File: src/hw/rtl/radix_digit_display_scanner_macros.svh
// Assertion macros for the radix digit display scanner.
`ifndef RADIX_DIGIT_DISPLAY_SCANNER_MACROS_SVH
`define RADIX_DIGIT_DISPLAY_SCANNER_MACROS_SVH

`ifndef SYNTHESIS
// same-cycle implication
`define RDDS_ASSERT_NOW(lbl, ante, cons, msg) \
  lbl: assert property (@(posedge clk_i) disable iff (!rst_ni) (ante) |-> (cons)) \
    else $error(msg);
// next-cycle implication
`define RDDS_ASSERT_NEXT(lbl, ante, cons, msg) \
  lbl: assert property (@(posedge clk_i) disable iff (!rst_ni) (ante) |=> (cons)) \
    else $error(msg);
`else
`define RDDS_ASSERT_NOW(lbl, ante, cons, msg)
`define RDDS_ASSERT_NEXT(lbl, ante, cons, msg)
`endif

`endif

File: src/hw/rtl/rdds_pkg.sv
// Shared types and constants of the radix digit display scanner.
`default_nettype none

package rdds_pkg;

  localparam int DIGIT_COUNT  = 4;
  localparam int POS_W        = (DIGIT_COUNT > 1) ? $clog2(DIGIT_COUNT) : 1;
  localparam int POS_XW       = POS_W + 2;

  localparam int VALUE_W      = 32;
  localparam int DIGIT_W      = 4;
  localparam int RADIX_W      = 5;
  localparam int CHUNK_W      = 8;
  localparam int CHUNKS       = VALUE_W / CHUNK_W;
  localparam int CHUNK_CNT_W  = (CHUNKS > 1) ? $clog2(CHUNKS) : 1;

  localparam logic [RADIX_W-1:0] RADIX_RESET = RADIX_W'(10);
  localparam logic [RADIX_W-1:0] RADIX_MIN   = RADIX_W'(2);
  localparam logic [RADIX_W-1:0] RADIX_MAX   = RADIX_W'(16);

  localparam int QUEUE_DEPTH  = 2;
  localparam int QPTR_W       = (QUEUE_DEPTH > 1) ? $clog2(QUEUE_DEPTH) : 1;
  localparam int QCNT_W       = $clog2(QUEUE_DEPTH + 1);

  typedef enum logic [0:0] {
    OP_LOAD = 1'b0,
    OP_TICK = 1'b1
  } op_e;

  typedef struct packed {
    op_e                op;
    logic [VALUE_W-1:0] value;
  } q_item_t;

  // queue read side toward the back end
  typedef struct packed {
    logic    valid;
    q_item_t item;
  } q_rd_t;

endpackage

`default_nettype wire

File: src/hw/rtl/rdds_fifo.sv
// Short queue between the front end and the back end.
`default_nettype none

module rdds_fifo import rdds_pkg::*; (
  input  wire logic    clk_i,
  input  wire logic    rst_ni,
  input  wire logic    push_i,
  input  wire q_item_t push_item_i,
  output logic         full_o,
  input  wire logic    pop_i,
  output q_rd_t        rd_o
);

  q_item_t             mem_q [QUEUE_DEPTH];
  logic [QPTR_W-1:0]   wr_ptr_q, wr_ptr_d;
  logic [QPTR_W-1:0]   rd_ptr_q, rd_ptr_d;
  logic [QCNT_W-1:0]   cnt_q, cnt_d;

  assign full_o      = (cnt_q == QCNT_W'(QUEUE_DEPTH));
  assign rd_o.valid  = (cnt_q != '0);
  assign rd_o.item   = mem_q[rd_ptr_q];

  always_comb begin
    wr_ptr_d = wr_ptr_q;
    rd_ptr_d = rd_ptr_q;
    cnt_d    = cnt_q;
    if (push_i) begin
      wr_ptr_d = (wr_ptr_q == QPTR_W'(QUEUE_DEPTH - 1)) ? '0 : wr_ptr_q + 1'b1;
    end
    if (pop_i) begin
      rd_ptr_d = (rd_ptr_q == QPTR_W'(QUEUE_DEPTH - 1)) ? '0 : rd_ptr_q + 1'b1;
    end
    if (push_i && !pop_i) begin
      cnt_d = cnt_q + 1'b1;
    end else if (pop_i && !push_i) begin
      cnt_d = cnt_q - 1'b1;
    end
  end

  always_ff @(posedge clk_i or negedge rst_ni) begin
    if (!rst_ni) begin
      wr_ptr_q <= '0;
      rd_ptr_q <= '0;
      cnt_q    <= '0;
    end else begin
      wr_ptr_q <= wr_ptr_d;
      rd_ptr_q <= rd_ptr_d;
      cnt_q    <= cnt_d;
    end
  end

  always_ff @(posedge clk_i) begin
    if (push_i) begin
      mem_q[wr_ptr_q] <= push_item_i;
    end
  end

endmodule

`default_nettype wire

File: src/hw/rtl/rdds_front.sv
// Front end: takes input beats, classifies them as load or tick, feeds the queue.
`default_nettype none

module rdds_front import rdds_pkg::*; (
  input  wire logic               clk_i,
  input  wire logic               rst_ni,
  input  wire logic               in_valid_i,
  output logic                    in_stall_o,
  input  wire logic               mode_i,
  input  wire logic [VALUE_W-1:0] value_i,
  input  wire logic               q_full_i,
  output logic                    q_push_o,
  output q_item_t                 q_item_o
);

  logic    valid_q, valid_d;
  q_item_t item_q, item_d;
  logic    accept;

  assign in_stall_o = valid_q && q_full_i;
  assign accept     = in_valid_i && !in_stall_o;
  assign q_push_o   = valid_q && !q_full_i;
  assign q_item_o   = item_q;

  always_comb begin
    valid_d = valid_q;
    item_d  = item_q;
    if (accept) begin
      valid_d      = 1'b1;
      item_d.op    = mode_i ? OP_TICK : OP_LOAD;
      item_d.value = value_i;
    end else if (q_push_o) begin
      valid_d = 1'b0;
    end
  end

  always_ff @(posedge clk_i or negedge rst_ni) begin
    if (!rst_ni) begin
      valid_q <= 1'b0;
    end else begin
      valid_q <= valid_d;
    end
  end

  always_ff @(posedge clk_i) begin
    item_q <= item_d;
  end

endmodule

`default_nettype wire

File: src/hw/rtl/rdds_back.sv
// Back end: digit conversion by iterative division, digit store, scan and result register.
`default_nettype none

module rdds_back import rdds_pkg::*; (
  input  wire logic               clk_i,
  input  wire logic               rst_ni,
  input  wire logic [RADIX_W-1:0] radix_i,
  input  wire q_rd_t              q_rd_i,
  output logic                    q_pop_o,
  output logic                    out_valid_o,
  input  wire logic               out_stall_i,
  output logic [1:0]              digit_position_o,
  output logic [DIGIT_W-1:0]      digit_value_o,
  output logic                    blank_o
);

  typedef enum logic [2:0] {
    ST_IDLE = 3'b001,
    ST_DIV  = 3'b010,
    ST_FIN  = 3'b100
  } state_e;

  state_e                 state_q, state_d;
  logic [VALUE_W-1:0]     work_q, work_d;
  logic [DIGIT_W-1:0]     rem_q, rem_d;
  logic [CHUNK_CNT_W-1:0] chunk_q, chunk_d;
  logic [POS_W-1:0]       k_q, k_d;
  logic [POS_W-1:0]       pos_q, pos_d;
  logic [DIGIT_W-1:0]     digit_store_q [DIGIT_COUNT];
  logic [DIGIT_COUNT-1:0] blank_q, blank_d;
  logic                   out_valid_q, out_valid_d;
  logic [1:0]             out_pos_q;
  logic [DIGIT_W-1:0]     out_digit_q;
  logic                   out_blank_q;

  logic                   out_free;
  logic                   pop_tick;
  logic                   pop_load;
  logic                   digit_done;
  logic [DIGIT_W-1:0]     r_step;
  logic [RADIX_W-1:0]     t_step;
  logic [CHUNK_W-1:0]     q_byte;
  logic [POS_XW-1:0]      pos_x;
  logic                   lead;

  assign out_free    = !out_valid_q || !out_stall_i;
  assign q_pop_o     = q_rd_i.valid && (state_q == ST_IDLE)
                       && ((q_rd_i.item.op == OP_LOAD) || out_free);
  assign pop_tick    = q_pop_o && (q_rd_i.item.op == OP_TICK);
  assign pop_load    = q_pop_o && (q_rd_i.item.op == OP_LOAD);
  assign digit_done  = (state_q == ST_DIV) && (chunk_q == CHUNK_CNT_W'(CHUNKS - 1));
  assign pos_x       = POS_XW'(pos_q);

  assign out_valid_o      = out_valid_q;
  assign digit_position_o = out_pos_q;
  assign digit_value_o    = out_digit_q;
  assign blank_o          = out_blank_q;

  // restoring division, one byte of the dividend per cycle
  always_comb begin
    r_step = rem_q;
    t_step = '0;
    q_byte = '0;
    for (int i = 0; i < CHUNK_W; i++) begin
      t_step = {r_step, work_q[VALUE_W-1-i]};
      if (t_step >= radix_i) begin
        q_byte[CHUNK_W-1-i] = 1'b1;
        t_step              = t_step - radix_i;
      end
      r_step = t_step[DIGIT_W-1:0];
    end
  end

  // leading-zero blanking, position 0 never blank
  always_comb begin
    lead    = 1'b1;
    blank_d = '0;
    for (int k = DIGIT_COUNT - 1; k > 0; k--) begin
      lead       = lead && (digit_store_q[k] == '0);
      blank_d[k] = lead;
    end
  end

  always_comb begin
    state_d = state_q;
    work_d  = work_q;
    rem_d   = rem_q;
    chunk_d = chunk_q;
    k_d     = k_q;
    case (state_q)
      ST_IDLE: begin
        if (pop_load) begin
          work_d  = q_rd_i.item.value;
          rem_d   = '0;
          chunk_d = '0;
          k_d     = '0;
          state_d = ST_DIV;
        end
      end
      ST_DIV: begin
        work_d = {work_q[VALUE_W-CHUNK_W-1:0], q_byte};
        rem_d  = r_step;
        if (digit_done) begin
          rem_d   = '0;
          chunk_d = '0;
          if (k_q == POS_W'(DIGIT_COUNT - 1)) begin
            state_d = ST_FIN;
          end else begin
            k_d = k_q + 1'b1;
          end
        end else begin
          chunk_d = chunk_q + 1'b1;
        end
      end
      ST_FIN: begin
        state_d = ST_IDLE;
      end
      default: begin
        state_d = ST_IDLE;
      end
    endcase
  end

  always_comb begin
    out_valid_d = out_valid_q;
    pos_d       = pos_q;
    if (pop_tick) begin
      out_valid_d = 1'b1;
      pos_d       = (pos_q == POS_W'(DIGIT_COUNT - 1)) ? '0 : pos_q + 1'b1;
    end else if (out_valid_q && !out_stall_i) begin
      out_valid_d = 1'b0;
    end
  end

  always_ff @(posedge clk_i or negedge rst_ni) begin
    if (!rst_ni) begin
      state_q     <= ST_IDLE;
      chunk_q     <= '0;
      k_q         <= '0;
      pos_q       <= '0;
      blank_q     <= '1;
      out_valid_q <= 1'b0;
    end else begin
      state_q     <= state_d;
      chunk_q     <= chunk_d;
      k_q         <= k_d;
      pos_q       <= pos_d;
      out_valid_q <= out_valid_d;
      if (state_q == ST_FIN) begin
        blank_q <= blank_d;
      end
    end
  end

  always_ff @(posedge clk_i) begin
    work_q <= work_d;
    rem_q  <= rem_d;
    if (digit_done) begin
      digit_store_q[k_q] <= r_step;
    end
    if (pop_tick) begin
      out_pos_q   <= pos_x[1:0];
      out_blank_q <= blank_q[pos_q];
      out_digit_q <= blank_q[pos_q] ? '0 : digit_store_q[pos_q];
    end
  end

endmodule

`default_nettype wire

File: src/hw/rtl/radix_digit_display_scanner.sv
// Top level of the radix digit display scanner: base register, front end, queue, back end.
//
//   channel  direction  handshake                 payload
//   in       input      in_valid_i / in_stall_o   mode_i, value_i
//   out      output     out_valid_o / out_stall_i digit_position_o, digit_value_o, blank_o
//   cfg      input      cfg_we_i                  cfg_wdata_i (base)
//
// A tick is popped only while the result register is free; its beat sits in the result register next cycle.
// A load runs the byte-wide divider over the whole value once per digit, between the pop
// and the blanking state; the back end pops nothing else until it is back in idle.
// Front register and queue are registered and hide up to three beats of stall.
// Reset: base 10, all positions blank, scan at position 0.
// A held result stalls only ticks; queued beats wait, the input keeps taking beats until full.
`default_nettype none

`include "radix_digit_display_scanner_macros.svh"

module radix_digit_display_scanner import rdds_pkg::*; (
  input  wire logic               clk_i,
  input  wire logic               rst_ni,
  input  wire logic               in_valid_i,
  output logic                    in_stall_o,
  input  wire logic               mode_i,
  input  wire logic [VALUE_W-1:0] value_i,
  output logic                    out_valid_o,
  input  wire logic               out_stall_i,
  output logic [1:0]              digit_position_o,
  output logic [DIGIT_W-1:0]      digit_value_o,
  output logic                    blank_o,
  input  wire logic               cfg_we_i,
  input  wire logic [RADIX_W-1:0] cfg_wdata_i
);

  logic [RADIX_W-1:0] radix_q;
  logic               cfg_ok;
  logic               q_push;
  q_item_t            q_item;
  logic               q_full;
  logic               q_pop;
  q_rd_t              q_rd;

  assign cfg_ok = cfg_we_i && (cfg_wdata_i >= RADIX_MIN) && (cfg_wdata_i <= RADIX_MAX);

  always_ff @(posedge clk_i or negedge rst_ni) begin
    if (!rst_ni) begin
      radix_q <= RADIX_RESET;
    end else if (cfg_ok) begin
      radix_q <= cfg_wdata_i;
    end
  end

  rdds_front u_front (
    .clk_i      (clk_i),
    .rst_ni     (rst_ni),
    .in_valid_i (in_valid_i),
    .in_stall_o (in_stall_o),
    .mode_i     (mode_i),
    .value_i    (value_i),
    .q_full_i   (q_full),
    .q_push_o   (q_push),
    .q_item_o   (q_item)
  );

  rdds_fifo u_fifo (
    .clk_i       (clk_i),
    .rst_ni      (rst_ni),
    .push_i      (q_push),
    .push_item_i (q_item),
    .full_o      (q_full),
    .pop_i       (q_pop),
    .rd_o        (q_rd)
  );

  rdds_back u_back (
    .clk_i            (clk_i),
    .rst_ni           (rst_ni),
    .radix_i          (radix_q),
    .q_rd_i           (q_rd),
    .q_pop_o          (q_pop),
    .out_valid_o      (out_valid_o),
    .out_stall_i      (out_stall_i),
    .digit_position_o (digit_position_o),
    .digit_value_o    (digit_value_o),
    .blank_o          (blank_o)
  );

  `RDDS_ASSERT_NOW(a_radix_range, 1'b1, (radix_q >= RADIX_MIN) && (radix_q <= RADIX_MAX), "base out of range")
  `RDDS_ASSERT_NEXT(a_bad_cfg_kept, cfg_we_i && !cfg_ok, $stable(radix_q), "bad base write took effect")
  `RDDS_ASSERT_NOW(a_pop_nonempty, q_pop, q_rd.valid, "pop from empty queue")
  `RDDS_ASSERT_NOW(a_result_from_tick, $rose(out_valid_o), $past(q_pop && (q_rd.item.op == OP_TICK)), "result without tick")

endmodule

`default_nettype wire
File: config.mk
export PLATFORM = sky130hd
export DESIGN_NAME = radix_digit_display_scanner
export DESIGN_NICKNAME = d
export VERILOG_FILES = /design/src/hw/rtl/rdds_pkg.sv /design/src/hw/rtl/rdds_fifo.sv /design/src/hw/rtl/rdds_front.sv /design/src/hw/rtl/rdds_back.sv /design/src/hw/rtl/radix_digit_display_scanner.sv
export VERILOG_INCLUDE_DIRS = /design/src /design/src/hw/rtl
export SDC_FILE = /design/constraint.sdc
export NUM_CORES = 1
export LEC_CHECK = 0
export BUFFER_PORTS_ARGS = -buffer_cell sky130_fd_sc_hd__clkbuf_2
export CORE_UTILIZATION = 25
export CTS_BUF_LIST = sky130_fd_sc_hd__clkbuf_8
export DETAILED_ROUTE_END_ITERATION = 10
export PLACE_DENSITY = 0.49
export SETUP_SLACK_MARGIN = 0.15
export SYNTH_ARGS = -nofsm -noshare
export SYNTH_HDL_FRONTEND = slang
export SYNTH_HIERARCHICAL = 1
export SYNTH_SLANG_ARGS = --single-unit
File: constraint.sdc
create_clock -name clk_i -period 13.2 [get_ports clk_i]
set_input_delay 0.66 -clock clk_i [delete_from_list [all_inputs] [get_ports clk_i]]
set_output_delay 0.66 -clock clk_i [all_outputs]
set_load 0.03 [all_outputs]
Word level (Yosys, flattened, before mapping)
Memories as Yosys holds them, arrays and structs flattened. A register that Yosys moved wholly into a read port is not among the register bits.
Index checks and enable logic that the tools add are counted.
- bitwise operators: 1
- mux-type cells: 47
- reduce and logical (&&, ||, !) cells: 34
- order comparisons: 11
- equal/unequal tests: 11
- add/sub/neg operators: 15
- operators with widths (kind ; number):
    one-hot mux 32 bit (2 select lines) ; 1
    greater-or-equal comparator 5 bit ; 8
    two-way mux 4 bit ; 10
    two-way mux 32 bit ; 1
    subtractor 4 bit ; 8
    two-way mux 1 bit ; 20
    logical AND 1 bit ; 15
    two-way mux 2 bit ; 7
    zero test 4 bit ; 3
    nonzero test 2 bit ; 5
    two-way mux 3 bit ; 3
    adder 2 x 1 -> 2 bit, second input constant ; 4
    == test 2 bit, second input constant ; 4
    one-hot mux 2 bit (2 select lines) ; 2
    one-hot mux 4 bit (2 select lines) ; 1
    zero test 1 bit ; 6
    one-hot mux 3 bit (2 select lines) ; 1
    greater-or-equal comparator 5 x 2 -> 1 bit, second input constant ; 1
    less-or-equal comparator 5 bit, second input constant ; 1
    inequality test 2 x 1 -> 1 bit, second input constant ; 2
    inequality test 2 bit, second input constant ; 2
    AND reduction 4 bit ; 1
    == test 3 x 1 -> 1 bit, second input constant ; 1
    == test 3 x 2 -> 1 bit, second input constant ; 1
    9 further kinds ; 11
- RAM bits: 82
- register bits: 96
- memories kept: 2
- output and inout bits: 9
- memory list (memory ; depth ; width ; read ports ; clocked after memory_dff ; write ports ; RTL line ; text):
    u_fifo.mem_q ; 2 ; 33 ; 1 ; 0 ; 1 ; rdds_fifo.sv:14 ; q_item_t mem_q [QUEUE_DEPTH];
    u_back.digit_store_q ; 4 ; 4 ; 4 ; 1 ; 1 ; rdds_back.sv:29 ; logic [DIGIT_W-1:0] digit_store_q [DIGIT_COUNT];

Longest topological paths before layout
- depth after elaboration: 18
- depth in mapped cells: 49
- mapped depth without buffers: 49

By module
The synthesis kept the hierarchy.
- modules (own cells, without submodules) (module ; times used ; seq. area each (sq um) ; area each (sq um) ; cells each):
    rdds_back ; 1 ; 2128.3 ; 4790.8 ; 469
    rdds_fifo ; 1 ; 2082.0 ; 2722.6 ; 119
    rdds_front ; 1 ; 1016.0 ; 1043.5 ; 38
    radix_digit_display_scanner ; 1 ; 127.6 ; 282.8 ; 29

Worst setup path before layout
Ideal clock, no wire load.
- path type: reg2reg
- start point: reg radix_q[1]
- end point: reg u_back.rem_q[1], data pin
- slack: 3.027 ns
- data arrival time: 9.914 ns
- path buffers: 0
- library setup time: 0.259 ns
- cell stages (with the launch flop): 47
- path through: dfstp_2 inv_1 ha_1 a21o_1 a31oi_1 o21ai_2 mux2_4 ha_1 a21o_1 a31oi_1 o21ai_2 nor2_1 a21oi_1 ha_1 nand2_1 o21a_1 o21ai_1 mux2_2 [11 not listed] a21oi_1 o21ai_1 a31oi_1 o211ai_1 a21boi_0 ha_1 a21o_1 a31oi_1 o21ai_2 mux2_2 inv_1 ha_1 a21o_1 a31oi_1 o21ai_1 inv_1 mux2_2 nor2b_1
- cells in the longest elaborated chain, start to end: 18
- ends and longest elaborated chain (item ; RTL line ; text):
    start: declaration ; radix_digit_display_scanner.sv:34 ; logic [RADIX_W-1:0] radix_q;
    start signal: assignment ; radix_digit_display_scanner.sv:48 ; radix_q <= cfg_wdata_i;
    subtractor 4 bit / greater-or-equal comparator 5 bit (equally long branches) ; rdds_back.sv:68, rdds_back.sv:66 ;
    two-way mux 4 bit ; rdds_back.sv:66 ; if (t_step >= radix_i) begin
    subtractor 4 bit / greater-or-equal comparator 5 bit (equally long branches) ; rdds_back.sv:68, rdds_back.sv:66 ;
    two-way mux 4 bit ; rdds_back.sv:66 ;
    subtractor 4 bit / greater-or-equal comparator 5 bit (equally long branches) ; rdds_back.sv:68, rdds_back.sv:66 ;
    two-way mux 4 bit ; rdds_back.sv:66 ;
    greater-or-equal comparator 5 bit / subtractor 4 bit (equally long branches) ; rdds_back.sv:66, rdds_back.sv:68 ;
    two-way mux 4 bit ; rdds_back.sv:66 ;
    [3 not listed] ; n/a ;
    two-way mux 4 bit ; rdds_back.sv:66 ;
    greater-or-equal comparator 5 bit / subtractor 4 bit (equally long branches) ; rdds_back.sv:66, rdds_back.sv:68 ;
    two-way mux 4 bit ; rdds_back.sv:66 ;
    subtractor 4 bit / greater-or-equal comparator 5 bit (equally long branches) ; rdds_back.sv:68, rdds_back.sv:66 ;
    two-way mux 4 bit * ; rdds_back.sv:66 ;
    via u_back.t_step[1] ; rdds_back.sv:41 ; logic [RADIX_W-1:0] t_step;
    two-way mux 4 bit * ; rdds_back.sv:103 ; if (digit_done) begin
    one-hot mux 4 bit (2 select lines) * ; rdds_back.sv:90 ; case (state_q)
    end signal: assignment ; rdds_back.sv:157 ; rem_q <= rem_d;
    end: declaration ; rdds_back.sv:25 ; logic [DIGIT_W-1:0] rem_q, rem_d;
Mark *: on every way through the listed nets, which the timed path passes. The rest lies on a longest branch.
A chain may end at the register's enable or synchronous reset.

Worst setup path after layout
Ends and elaborated chain as after synthesis.

==> qor.yml <==
path_common_cell: "ha_1"
cts.clk_slew.worst_paths_ps: 100
synthArstFlopShare: 0.132
ys.flop_type: "edfxtp_1"
vias: 4969
synth_fp_nets: 753
drt-initial-drc-count: 276
io_pins: 52
synth.most_common_cell: "edfxtp_1"
synthesis.area_sq_mm: 0.00884
synth_top_family_by_area: "simple AND/OR/NAND/NOR gates"
placed_area_sq_mm: 0.00961
critical_path.max_fanout: 10
grt_use_total: 0.0986
wl_mm: 16.8
worstMarginPinSlew_ps: 1140
cp-start-kind: "flip-flop"
crit_family: "compound AO/OA/AOI/OAI gates"
viasPerCell: 4.20
antenna_found_initial: 0
postCtsSetupBuffers: 0
ant_nets: 0
crit_type: "flip-flop to flip-flop"
clk_path_buf_depth: 2
fin_area_sq_mm: 0.0100
ys_seq_area_frac: 0.606
cts_buffers: 17
clock_sinks: 182
period_minus_slack_ps: 11680
dieArea_sq_mm: 0.0361
synth_compound_area_frac: 0.0780
clock_latency_ps: 470
globalplace.congestion: 0.823
cts_tree: "done"
synthAdderAreaFrac: 0.0846
yosys.area_share.simple: 0.0931
syn_inst: 655
die_h_microns: 190
row_count: 68
firstDrtPassIters: 5
slowest_delay_ps: 740
fin_skew_ps: 20.2
grt_max_degree: 41
critPathSlowestCell: "dfstp_2"
nets: 814
crit_path_end_kind: "flip-flop"
core_region_area_sq_mm: 0.0346
antenna-diode-count: 0
arrival_ps: 11890
hold_buffers: 0
synthTopCellsByCount: "158 x edfxtp_1, 120 x nand2_1, 47 x ha_1"
ctsResizeCount: 0
hp-class: "input port to async pin"
finalHoldViolCount: 0
dp_hpwl_mm: 11.4
critPathBufInv: 4
ys_ff_latch: 182
fp.dieW_microns: 190
drc_errors: 0
grt_pass1_vias: 5205
ctsHtreeMaxLevel: 4
yosysTopAreaCell: "edfxtp_1"
post-route-period-util: 0.885
synth_area_leaders: "edfxtp_1 54%, ha_1 6.7%, mux2_4 5.3%, nand2_1 5.1%, dfrtp_1 4.8%"
fmax_ghz: 0.0856
status: "completed"
cts-root-buf: "clkbuf_8"
setup_violations: 0
drive_above_1_share: 0.218
slew_violations: 0
yosysWarnings: 6
drv_cap: 0
setup_tns_ps: 0
synth_top_area_frac: 0.537
initial_utilization: 0.255
muxShareOfSynthArea: 0.0887
required_ps: 13410
numPortBuffers: 51
synth_edf_count: 158
wl_per_cell_microns: 14.1
synth-xor-area-share: 0.0218
grt_pass1_wl_mm: 27.3
rsz0062_at_grt: "no"
avgSynthCellArea_sq_um: 13.5
grt-ovfl-total: 0
yosysUniqueCellTypes: 57
layout-area-overhead-vs-synth_pct: 13.3
max-slew-margin-rel: 0.238
-- logic make-up after synthesis --
family                   after synthesis
adder cells (fa/ha/maj)               55
AO/OA/AOI/OAI                        105
multiplexers                          55
flip-flops                           182
XOR/XNOR                              22
AND/OR/NAND/NOR                      185
buffers and inverters                 51
-- layout make-up --
class | instances | area [sq um]
Clock inverter | 15 | 170
Tap cell | 455 | 569
Sequential cell | 182 | 5360
Timing Repair Buffer | 56 | 293
Multi-Input combinational cell | 422 | 3260
Inverter | 37 | 139
Clock buffer | 17 | 234
Fill cell | 3498 | 24600
-- registers in the layout (all words and copies together) (netlist names), 3 cells and up --
name / cells
u_back/blank_q: 4
u_back/digit_value_o: 4
u_back/work_q: 32
u_back/digit_store_q: 16
radix_q: 5
u_back/state_q: 3
u_back/rem_q: 4
u_fifo/mem_q: 66
u_front/q_item_o: 33
-- final timing paths --
path,start,end,slack (ps),depth (start not counted)
max,radix_q[1],u_back/rem_q[1],1520,46
min,rst_ni,radix_q[2],220,1
max reg2reg,radix_q[1],u_back/rem_q[1],1520,46
min reg2reg,u_front/q_item_o[26],u_fifo/mem_q[0][26],450,0
max in group asynchronous,rst_ni,u_fifo/rd_ptr_q,12490,1
min in group clk_i,value_i[6],u_front/q_item_o[6],360,1
-- per-stage QoR --
step	utilization	cells	worst slack (ps)	hold WS, ps
6_report	0.289	1184	1520	217
5_1_grt	0.289	1184	476	212
4_1_cts	0.289	1184	1520	205
3_5_place_dp	0.278	1152	1580	430
3_3_place_gp	0.278	1152	2050	427
2_1_floorplan	-	655	3030	364
-- metal layers --
metal | part of all wire | GRT usage | vias up
li1 | - | - | 2498
met1 | 0.50 | 0.131 | 2390
met2 | 0.46 | 0.157 | 70
met3 | 0.029 | 0.0245 | 11
met4 | 0.0097 | 0.0310 | 0
met5 | 0 | 0 | -
-- layout by cell type, fill, tap and decap left out, types with 10 or more instances in the layout --
master    count
a21o_1       18
clkbuf_8     17
clkbuf_2     51
inv_1        37
xnor2_1      15
dfrtp_1      16
nor2_1       20
nor2b_1      10
mux2_4       31
ha_1         47
edfxtp_1    158
mux2_2       13
a21oi_1      25
a31oi_1      10
nand2_1     120
o21ai_0      16
Power is not shown: default switching activity piles up to over one toggle a cycle in this logic, so the estimate is an artifact.
